<file path="src/rtl/rsc_pkg.sv">
package rsc_pkg;

    localparam logic [7:0] CH_LT = 8'h3C;
    localparam logic [7:0] CH_E  = 8'h45;
    localparam logic [7:0] CH_GT = 8'h3E;
    localparam logic [7:0] CH_CR = 8'h0D;
    localparam logic [7:0] CH_LF = 8'h0A;

    localparam int TAG_CNT_W = 3;
    localparam logic [TAG_CNT_W-1:0] TAGS_PER_LINE = 3'd6;

    localparam int STEP_W = 16;

    // ops per job: a tag plus line break is the widest case
    localparam int MAX_OPS  = 4;
    localparam int OP_IDX_W = 2;
    localparam int OP_CNT_W = 3;

    localparam int QUEUE_AW    = 2;
    localparam int QUEUE_DEPTH = 1 << QUEUE_AW;

    localparam int CFG_IDX_W  = 2;
    localparam int CFG_DATA_W = 16;
    localparam logic [CFG_IDX_W-1:0] CFG_DECODE_MODE = 2'd0;
    localparam logic [CFG_IDX_W-1:0] CFG_STEP_LIMIT  = 2'd1;
    localparam logic [CFG_IDX_W-1:0] CFG_REVERSE     = 2'd2;

    typedef enum logic [1:0] {
        OP_LIT,
        OP_ENC,
        OP_DEC
    } op_kind_t;

    typedef enum logic [1:0] {
        TAG_NONE,
        TAG_LT,
        TAG_LT_E
    } tag_state_t;

    typedef struct packed {
        op_kind_t   kind;
        logic [7:0] value;
    } op_t;

    typedef struct packed {
        op_t [MAX_OPS-1:0]   ops;
        logic [OP_CNT_W-1:0] count;
        logic                clear_step;
    } job_t;

    typedef struct packed {
        logic              decode_mode;
        logic [STEP_W-1:0] step_limit;
        logic              reverse_direction;
    } cfg_t;

    typedef struct packed {
        logic [7:0] in_byte;
        logic       is_end;
    } in_item_t;

    typedef struct packed {
        logic [7:0] out_byte;
        logic       last_of_run;
    } out_item_t;

endpackage

</file>
<file path="src/rtl/rsc_front.sv">
module rsc_front (
    input  logic             clk,
    input  logic             rst_n,
    input  rsc_pkg::cfg_t    cfg,
    input  logic             accept,
    input  rsc_pkg::in_item_t item,
    output logic             push,
    output rsc_pkg::job_t    job
);

    logic                               after_cr_reg;
    logic                               after_cr_next;
    logic [rsc_pkg::TAG_CNT_W-1:0]      tags_reg;
    logic [rsc_pkg::TAG_CNT_W-1:0]      tags_next;
    logic [rsc_pkg::TAG_CNT_W-1:0]      tags_inc;
    rsc_pkg::tag_state_t                tag_reg;
    rsc_pkg::tag_state_t                tag_next;
    logic [rsc_pkg::OP_CNT_W-1:0]       n;
    logic                               need_push;
    logic [7:0]                         b;

    assign b        = item.in_byte;
    assign tags_inc = tags_reg + 3'd1;

    always_comb
    begin
        job           = '0;
        n             = '0;
        need_push     = 1'b0;
        after_cr_next = after_cr_reg;
        tags_next     = tags_reg;
        tag_next      = tag_reg;

        if (item.is_end)
        begin
            need_push = 1'b1;
            if (!cfg.decode_mode)
            begin
                job.ops[n[rsc_pkg::OP_IDX_W-1:0]] = '{rsc_pkg::OP_LIT, rsc_pkg::CH_LF};
                n = n + 3'd1;
            end
            else
            begin
                // flush a held partial tag byte by byte
                if (tag_reg != rsc_pkg::TAG_NONE)
                begin
                    job.ops[n[rsc_pkg::OP_IDX_W-1:0]] = '{rsc_pkg::OP_DEC, rsc_pkg::CH_LT};
                    n = n + 3'd1;
                end
                if (tag_reg == rsc_pkg::TAG_LT_E)
                begin
                    job.ops[n[rsc_pkg::OP_IDX_W-1:0]] = '{rsc_pkg::OP_DEC, rsc_pkg::CH_E};
                    n = n + 3'd1;
                end
            end
            job.clear_step = 1'b1;
            after_cr_next  = 1'b0;
            tags_next      = '0;
            tag_next       = rsc_pkg::TAG_NONE;
        end
        else if (!cfg.decode_mode)
        begin
            if (b == rsc_pkg::CH_LF && after_cr_reg)
            begin
                // second half of crlf, tag already sent
                after_cr_next = 1'b0;
            end
            else if (b == rsc_pkg::CH_CR || b == rsc_pkg::CH_LF)
            begin
                after_cr_next = (b == rsc_pkg::CH_CR);
                job.ops[0] = '{rsc_pkg::OP_LIT, rsc_pkg::CH_LT};
                job.ops[1] = '{rsc_pkg::OP_LIT, rsc_pkg::CH_E};
                job.ops[2] = '{rsc_pkg::OP_LIT, rsc_pkg::CH_GT};
                n = 3'd3;
                if (tags_inc >= rsc_pkg::TAGS_PER_LINE)
                begin
                    job.ops[3] = '{rsc_pkg::OP_LIT, rsc_pkg::CH_LF};
                    n = 3'd4;
                    tags_next = '0;
                end
                else
                begin
                    tags_next = tags_inc;
                end
                need_push = 1'b1;
            end
            else
            begin
                after_cr_next = 1'b0;
                job.ops[0] = '{rsc_pkg::OP_ENC, b};
                n = 3'd1;
                need_push = 1'b1;
            end
        end
        else
        begin
            if (tag_reg == rsc_pkg::TAG_LT && b == rsc_pkg::CH_E)
            begin
                tag_next = rsc_pkg::TAG_LT_E;
            end
            else if (tag_reg == rsc_pkg::TAG_LT_E && b == rsc_pkg::CH_GT)
            begin
                tag_next = rsc_pkg::TAG_NONE;
                job.ops[0] = '{rsc_pkg::OP_LIT, rsc_pkg::CH_LF};
                n = 3'd1;
                need_push = 1'b1;
            end
            else
            begin
                // broken tag: decipher held bytes, then take this byte afresh
                tag_next = rsc_pkg::TAG_NONE;
                if (tag_reg != rsc_pkg::TAG_NONE)
                begin
                    job.ops[n[rsc_pkg::OP_IDX_W-1:0]] = '{rsc_pkg::OP_DEC, rsc_pkg::CH_LT};
                    n = n + 3'd1;
                end
                if (tag_reg == rsc_pkg::TAG_LT_E)
                begin
                    job.ops[n[rsc_pkg::OP_IDX_W-1:0]] = '{rsc_pkg::OP_DEC, rsc_pkg::CH_E};
                    n = n + 3'd1;
                end
                if (b == rsc_pkg::CH_LT)
                begin
                    tag_next = rsc_pkg::TAG_LT;
                end
                else if (b != rsc_pkg::CH_CR && b != rsc_pkg::CH_LF)
                begin
                    job.ops[n[rsc_pkg::OP_IDX_W-1:0]] = '{rsc_pkg::OP_DEC, b};
                    n = n + 3'd1;
                end
                need_push = (n != '0);
            end
        end
        job.count = n;
    end

    assign push = accept && need_push;

    always_ff @(posedge clk or negedge rst_n)
    begin
        if (!rst_n)
        begin
            after_cr_reg <= 1'b0;
            tags_reg     <= '0;
            tag_reg      <= rsc_pkg::TAG_NONE;
        end
        else if (accept)
        begin
            after_cr_reg <= after_cr_next;
            tags_reg     <= tags_next;
            tag_reg      <= tag_next;
        end
    end

endmodule

</file>
<file path="src/rtl/rsc_queue.sv">
module rsc_queue (
    input  logic                          clk,
    input  logic                          rst_n,
    input  logic                          push,
    input  rsc_pkg::job_t                 push_job,
    input  logic                          pop,
    output rsc_pkg::job_t                 head,
    output logic [rsc_pkg::QUEUE_AW:0]    count,
    output logic                          full
);

    rsc_pkg::job_t                    entries [rsc_pkg::QUEUE_DEPTH];
    logic [rsc_pkg::QUEUE_AW-1:0]     wr_ptr_reg;
    logic [rsc_pkg::QUEUE_AW-1:0]     rd_ptr_reg;
    logic [rsc_pkg::QUEUE_AW:0]       count_reg;

    assign head  = entries[rd_ptr_reg];
    assign count = count_reg;
    assign full  = (count_reg == (rsc_pkg::QUEUE_AW+1)'(rsc_pkg::QUEUE_DEPTH));

    always_ff @(posedge clk)
    begin
        if (push)
        begin
            entries[wr_ptr_reg] <= push_job;
        end
    end

    always_ff @(posedge clk or negedge rst_n)
    begin
        if (!rst_n)
        begin
            wr_ptr_reg <= '0;
            rd_ptr_reg <= '0;
            count_reg  <= '0;
        end
        else
        begin
            if (push)
            begin
                wr_ptr_reg <= wr_ptr_reg + 1'b1;
            end
            if (pop)
            begin
                rd_ptr_reg <= rd_ptr_reg + 1'b1;
            end
            if (push && !pop)
            begin
                count_reg <= count_reg + 1'b1;
            end
            else if (pop && !push)
            begin
                count_reg <= count_reg - 1'b1;
            end
        end
    end

endmodule

</file>
<file path="src/rtl/rsc_back.sv">
module rsc_back (
    input  logic                        clk,
    input  logic                        rst_n,
    input  rsc_pkg::cfg_t               cfg,
    input  logic                        head_valid,
    input  rsc_pkg::job_t               head,
    output logic                        pop,
    output logic                        out_valid,
    input  logic                        out_stall,
    output rsc_pkg::out_item_t          out_data
);

    logic [rsc_pkg::OP_IDX_W-1:0]   idx_reg;
    logic [rsc_pkg::OP_IDX_W-1:0]   idx_next;
    logic [rsc_pkg::STEP_W-1:0]     step_reg;
    logic [rsc_pkg::STEP_W-1:0]     step_next;
    logic [rsc_pkg::STEP_W-1:0]     step_inc;
    logic [rsc_pkg::STEP_W-1:0]     step_new;
    logic                           out_valid_reg;
    logic                           out_valid_next;
    rsc_pkg::out_item_t             out_data_reg;
    rsc_pkg::out_item_t             out_data_next;
    rsc_pkg::op_t                   op;
    logic                           out_free;
    logic                           advance;
    logic                           has_ops;
    logic                           last_op;
    logic                           emit;
    logic [7:0]                     mag;
    logic [7:0]                     add;
    logic                           neg;
    logic [7:0]                     coded;

    assign op       = head.ops[idx_reg];
    assign out_free = !out_valid_reg || !out_stall;
    assign advance  = head_valid && out_free;
    assign has_ops  = (head.count != '0);
    assign last_op  = (({1'b0, idx_reg} + 3'd1) == head.count);
    assign emit     = advance && has_ops;
    assign pop      = advance && (!has_ops || last_op);

    // step advances before each coded byte and wraps to one once it passes the limit
    assign step_inc = step_reg + 16'd1;
    assign step_new = (step_inc > cfg.step_limit) ? 16'd1 : step_inc;
    assign mag      = step_new[8:1] + {7'd0, step_new[0]};
    assign neg      = step_new[0] ^ cfg.reverse_direction ^ (op.kind == rsc_pkg::OP_ENC);
    assign add      = neg ? (8'd0 - mag) : mag;
    assign coded    = op.value + add;

    always_comb
    begin
        idx_next       = idx_reg;
        step_next      = step_reg;
        out_valid_next = out_valid_reg;
        out_data_next  = out_data_reg;

        if (out_free)
        begin
            out_valid_next = emit;
        end

        if (emit)
        begin
            out_data_next.out_byte    = (op.kind == rsc_pkg::OP_LIT) ? op.value : coded;
            out_data_next.last_of_run = last_op;
            idx_next = last_op ? '0 : idx_reg + 1'b1;
            if (op.kind != rsc_pkg::OP_LIT)
            begin
                step_next = step_new;
            end
        end

        // end of stream: fresh step count for the next stream
        if (pop && head.clear_step)
        begin
            step_next = '0;
        end
    end

    always_ff @(posedge clk or negedge rst_n)
    begin
        if (!rst_n)
        begin
            idx_reg       <= '0;
            step_reg      <= '0;
            out_valid_reg <= 1'b0;
        end
        else
        begin
            idx_reg       <= idx_next;
            step_reg      <= step_next;
            out_valid_reg <= out_valid_next;
        end
    end

    always_ff @(posedge clk)
    begin
        out_data_reg <= out_data_next;
    end

    assign out_valid = out_valid_reg;
    assign out_data  = out_data_reg;

endmodule

</file>
<file path="src/rtl/rolling_shift_text_codec.sv">
// Rolling-shift text codec. Each input beat is classified up front and queued as a
// job of zero to four output bytes; the back end ciphers and sends one byte per cycle
// through a registered output unless out_stall holds it. A beat is accepted while its
// job fits in the four-entry job queue, so one-result beats run at one beat per cycle
// without output stall; a beat of more bytes (a tag with line break makes four) holds
// the output longer, and the queue absorbs the difference until it fills and in_stall
// rises. An end-of-stream beat with no byte still passes the queue to reset the step
// counter. Configuration is to be written through cfg_we while idle (not enforced).
module rolling_shift_text_codec (
    input  logic                              clk,
    input  logic                              rst_n,
    input  logic                              in_valid,
    output logic                              in_stall,
    input  rsc_pkg::in_item_t                 in_data,
    output logic                              out_valid,
    input  logic                              out_stall,
    output rsc_pkg::out_item_t                out_data,
    input  logic                              cfg_we,
    input  logic [rsc_pkg::CFG_IDX_W-1:0]     cfg_index,
    input  logic [rsc_pkg::CFG_DATA_W-1:0]    cfg_data
);

    rsc_pkg::cfg_t                  cfg_reg;
    logic                           accept;
    logic                           push;
    rsc_pkg::job_t                  push_job;
    logic                           pop;
    rsc_pkg::job_t                  head;
    logic [rsc_pkg::QUEUE_AW:0]     q_count;
    logic                           q_full;

    always_ff @(posedge clk or negedge rst_n)
    begin
        if (!rst_n)
        begin
            cfg_reg.decode_mode       <= 1'b1;
            cfg_reg.step_limit        <= 16'd6;
            cfg_reg.reverse_direction <= 1'b0;
        end
        else if (cfg_we)
        begin
            unique case (cfg_index)
                rsc_pkg::CFG_DECODE_MODE: cfg_reg.decode_mode       <= cfg_data[0];
                rsc_pkg::CFG_STEP_LIMIT:  cfg_reg.step_limit        <= cfg_data;
                rsc_pkg::CFG_REVERSE:     cfg_reg.reverse_direction <= cfg_data[0];
                default:                  ;
            endcase
        end
    end

    assign in_stall = q_full;
    assign accept   = in_valid && !in_stall;

    rsc_front u_front (
        .clk    (clk),
        .rst_n  (rst_n),
        .cfg    (cfg_reg),
        .accept (accept),
        .item   (in_data),
        .push   (push),
        .job    (push_job)
    );

    rsc_queue u_queue (
        .clk      (clk),
        .rst_n    (rst_n),
        .push     (push),
        .push_job (push_job),
        .pop      (pop),
        .head     (head),
        .count    (q_count),
        .full     (q_full)
    );

    rsc_back u_back (
        .clk        (clk),
        .rst_n      (rst_n),
        .cfg        (cfg_reg),
        .head_valid (q_count != '0),
        .head       (head),
        .pop        (pop),
        .out_valid  (out_valid),
        .out_stall  (out_stall),
        .out_data   (out_data)
    );

`ifndef SYNTHESIS
    // queue occupancy stays within its depth
    a_queue_bound: assert property (@(posedge clk) disable iff (!rst_n)
        q_count <= (rsc_pkg::QUEUE_AW+1)'(rsc_pkg::QUEUE_DEPTH))
        else $error("job queue over depth");

    // nothing is popped from an empty queue
    a_pop_nonempty: assert property (@(posedge clk) disable iff (!rst_n)
        pop |-> (q_count != '0))
        else $error("pop from empty job queue");

    // finishing a job with bytes leaves its final beat marked last
    a_last_beat: assert property (@(posedge clk) disable iff (!rst_n)
        (pop && head.count != '0) |=> (out_valid && out_data.last_of_run))
        else $error("job finished without last beat");
`endif

endmodule
</file>
<file path="config.mk">
export PLATFORM = sky130hd
export DESIGN_NAME = rolling_shift_text_codec
export DESIGN_NICKNAME = d
export VERILOG_FILES = /design/src/rtl/rsc_pkg.sv /design/src/rtl/rsc_front.sv /design/src/rtl/rsc_queue.sv /design/src/rtl/rsc_back.sv /design/src/rtl/rolling_shift_text_codec.sv
export SDC_FILE = /design/constraint.sdc
export NUM_CORES = 1
export LEC_CHECK = 0
export ABC_AREA = 1
export BUFFER_PORTS_ARGS = -buffer_cell sky130_fd_sc_hd__clkbuf_2
export CAP_MARGIN = 20
export CORE_MARGIN = 5
export CORE_UTILIZATION = 30
export CTS_CLUSTER_SIZE = 28
export DETAILED_ROUTE_END_ITERATION = 7
export GPL_TIMING_DRIVEN = 0
export PLACE_DENSITY_LB_ADDON = 0.25
export SLEW_MARGIN = 10
export SYNTH_ARGS = -nofsm -noshare
export SYNTH_HDL_FRONTEND = slang
export SYNTH_SLANG_ARGS = --single-unit
</file>
<file path="constraint.sdc">
create_clock -name clk -period 4.6 [get_ports clk]
set_input_delay 0.92 -clock clk [delete_from_list [all_inputs] [get_ports clk]]
set_output_delay 0.92 -clock clk [all_outputs]
set_load 0.01 [all_outputs]
</file>
==> results by group <==
Pwr
  • Combinational share of power: 55.4%
  • Tot Pwr: around 11 mW
  • Peak VDD IR: approximately 0.00050 V
  • Pleak: 5.44 nW
  • Pint: 6.12 mW
  • Reg power frac: 27.4%
  • Cell Pwr Density: 793 nW/um2
  • Sw power: 4.54 mW
  • Switching share of power: 42.6%
  • Clock Power Share: 17.2%

Layout
  • Nets: approximately 1300
  • Final Core Density: 36.6%
  • Max reg flops: 164
  • Design Area, Final: around 13000 um2
  • N_diodes: 0
  • Share of layout cells above drive strength 1: 19.9%
  • Fill cells: 3648
  • Synthesis-to-layout area growth: 20.5%

Setup path
  • Worst Path Arrival: 5.47 ns
  • Worst Path Required: 4.89 ns
  • Slowest stage cell on the critical path: dfrtp_1
  • Crit Path Max Fanout: 4
  • Crit Path Category: reg -> reg
  • CP peak stage delay: 0.40 ns
  • Family with the most delay on the worst path: simple AND/OR/NAND/NOR gates
  • CP Capture Type: flop
  • Startpoint types: flop
  • Crit path top cell by count: nand2_1
  • CP bufs+invs: 9

Drt
  • ANT nets after route: 0
  • Avg WL per Cell: ~17 um
  • Avg Vias per Cell: 4.89
  • WL final: around 30000 um
  • DRC viols: 0
  • DR iter-0 viols: 449
  • DR pass1 iterations: 6
  • Vias: about 8400

STA
  • Final Hold Viols: 0
  • Minimum clock period: 5.19 ns
  • Final Cycle Share: 113%
  • WHS: 0.488 ns
  • Finish-stage setup viols: 4
  • Setup Skew: 0.0199 ns
  • Worst rel slew slack: between 40 and 50%
  • Worst-Margin Slew: 0.825 ns
  • F_max: 0.193 GHz
  • Pins over their slew limit: 0
  • RSZ-0062 raised after global routing: true
  • PnR worst setup slack: -0.586 ns

Synthesis
  • Number of synthesized flops with an enable pin: 173
  • Synthesized area per cell: 9.94 um2
  • Synthesized instance count: 1123
  • Seq/Total Area, Yosys: 57.8%
  • Area of the mapped netlist: 11200 um2
  • Yosys warnings: 0
  • Asr flop ratio synth: 22.4%
  • Seq cells post-synth: between 200 and 250
  • Syn nets: 1195
  • Most used DFF post-synth: edfxtp_1
  • Yosys cell types: between 40 and 50

Die
  • Area of the die: 41200 um2
  • Rows: 70
  • Chip Width: 203 um
  • CORE AREA: 36700 um2
  • IO Pins: 43
  • Initial Util: 30.4%
  • Die span in y: 203 um

Clock tree
  • H-tree Lvls: 1
  • Worst skew pair latency: 0.54 ns
  • CTS tree: done
  • Clock sink count: 223
  • Clk slew on worst S/H paths: 0.07 ns
  • Clock root buffer: clkbuf_16
  • Clk buf depth: 3
  • Num CTS Buffers: 24

Global route
  • Largest net degree at the start of global routing: 51
  • Vias in the first global route: 8331
  • GRT Overall Usage: 14.4%
  • Initial antenna violation count: 0
  • First-pass GRT wire length: between 40000 and 50000 um
  • GRT overflow: 0

Placement
  • Post-DP HPWL: 21100 um
  • DP Area: 12100 um2
  • GPL Wtd Cong: 0.901
  • PortBufs: 42
  • Place WS: -1.16 ns

Status
  • Status: finished, violations left
  • Failing checks: negative setup slack

Run
  • Max Cap Viol: 0

Min path
  • HP Class: reg -> reg
==> per-layer routing <==
layer / wire length (um) / global-route usage, %
met1: 13700 / 20.0
met2: 14300 / 24.3
met3: 1350 / 1.98
met4: 592 / 3.15
met5: 0 / 0
==> worst register-to-register path: cells and delay by family, from the launching register on <==
family / cells / cell delay (ns)
XOR/XNOR: 2 / 0.33
buffers and inverters: 9 / 0.57
AO/OA/AOI/OAI: 4 / 0.47
AND/OR/NAND/NOR: 22 / 2.25
flip-flops: 1 / 0.40
adder cells (fa/ha/maj): 4 / 0.92
==> power by group through the flow <==
| stage | combinational, mW | sequential (mW) | clock (mW) |
|---|---|---|---|
| after global placement | 4.86 | 3.00 | 0 |
| after CTS | 5.60 | 2.93 | 1.87 |
| after global routing | 6.56 | 2.97 | 1.96 |
| final | 5.90 | 2.92 | 1.83 |
| after floorplan | 3.59 | 2.96 | 0 |
| after detailed placement | 4.99 | 2.97 | 0 |
==> synth_stat cells (15+ instances only) <==
cell type	instances	area [um2]
dfrtp_1	47	1180
nand3_1	49	245
nand2_1	143	537
o22ai_1	25	156
o21ai_1	21	105
o21ai_0	109	546
o221ai_1	15	131
nor2_1	163	612
edfxtp_1	173	5190
xor2_1	19	166
nand4_1	16	100
a21oi_1	41	205
inv_1	123	462
clkbuf_1	25	93.8
ha_1	38	475
==> worst paths after layout <==
kind | slack (ns) | cells after the start | start | endpoint
setup / recovery | -0.59 | 41 | u_back.step_reg[0] | u_back.out_data[8]
hold / removal | 0.49 | 2 | cfg_reg[3] | cfg_reg[3]
setup reg to reg | -0.59 | 41 | u_back.step_reg[0] | u_back.out_data[8]
hold reg to reg | 0.49 | 2 | cfg_reg[3] | cfg_reg[3]
max in group asynchronous | 3.56 | 1 | rst_n | u_back.step_reg[2]
min in group asynchronous | 0.50 | 1 | rst_n | u_back.step_reg[12]
==> cell type report <==
type / count / area [um2] / share of cell area, %
Sequential cell: 223 / 6450 / 48.0
Timing Repair Buffer: 82 / 594 / 4.42
Buffer: 39 / 216 / 1.61
Inverter: 136 / 519 / 3.86
Clock inverter: 14 / 97.6 / 0.726
Clock buffer: 30 / 648 / 4.82
Tap cell: 468 / 586 / 4.36
Multi-Input combinational cell: 725 / 4330 / 32.2
==> through the flow <==
step	std cells	setup TNS, ns
after detailed placement	1638	-3.44
after CTS	1709	-1.41
after global routing	1717	-2.54
after global placement	1633	-277.49
after floorplan	1123	-0.448
final	1717	-1.04
==> kinds of logic (layout without fill, tap and decap cells) <==
group	count (synthesis)	after routing	synth area share, %
and+or+nand+nor	418	418	16.5
AOI/OAI and AO/OA	240	240	12.4
DFF	223	223	57.8
buffers and inverters	175	301	6.55
adders and majority gates	40	40	4.62
xor gates and xnor gates	26	26	2.11
muxes	1	1	0.101
==> what timing repair did <==
item / 4_1_cts / 5_1_grt
buffers inserted: 27 / 8
pin swaps: 50 / 22
resized for setup: 51 / 24
hold buffers: 0 / 0
cloned: 0 / 0
endpoints found under the setup margin: 7 / 7
==> cell usage in the layout (no fill, tap or decap), types with 4 or more instances in the layout <==
cell type and count:
a21oi_1 35, a21oi_2 5, a32o_1 4, buf_4 38, buf_6 8, clkbuf_1 29, clkbuf_16 25, clkbuf_2 41
clkinv_1 4, clkinv_2 9, dfrtp_1 46, edfxtp_1 173, ha_1 30, ha_4 7, inv_1 117, inv_2 14
nand2_1 133, nand2_2 21, nand2_4 4, nand3_1 43, nand3_2 14, nand4_1 16, nor2_1 150, nor2_2 11
nor2_4 9, nor3_1 11, o211ai_1 6, o21ai_0 102, o21ai_1 25, o21ai_2 4, o221ai_1 15, o22ai_1 25
o31ai_1 6, xnor2_1 4, xor2_1 17
(Power assumes the default switching activity.)
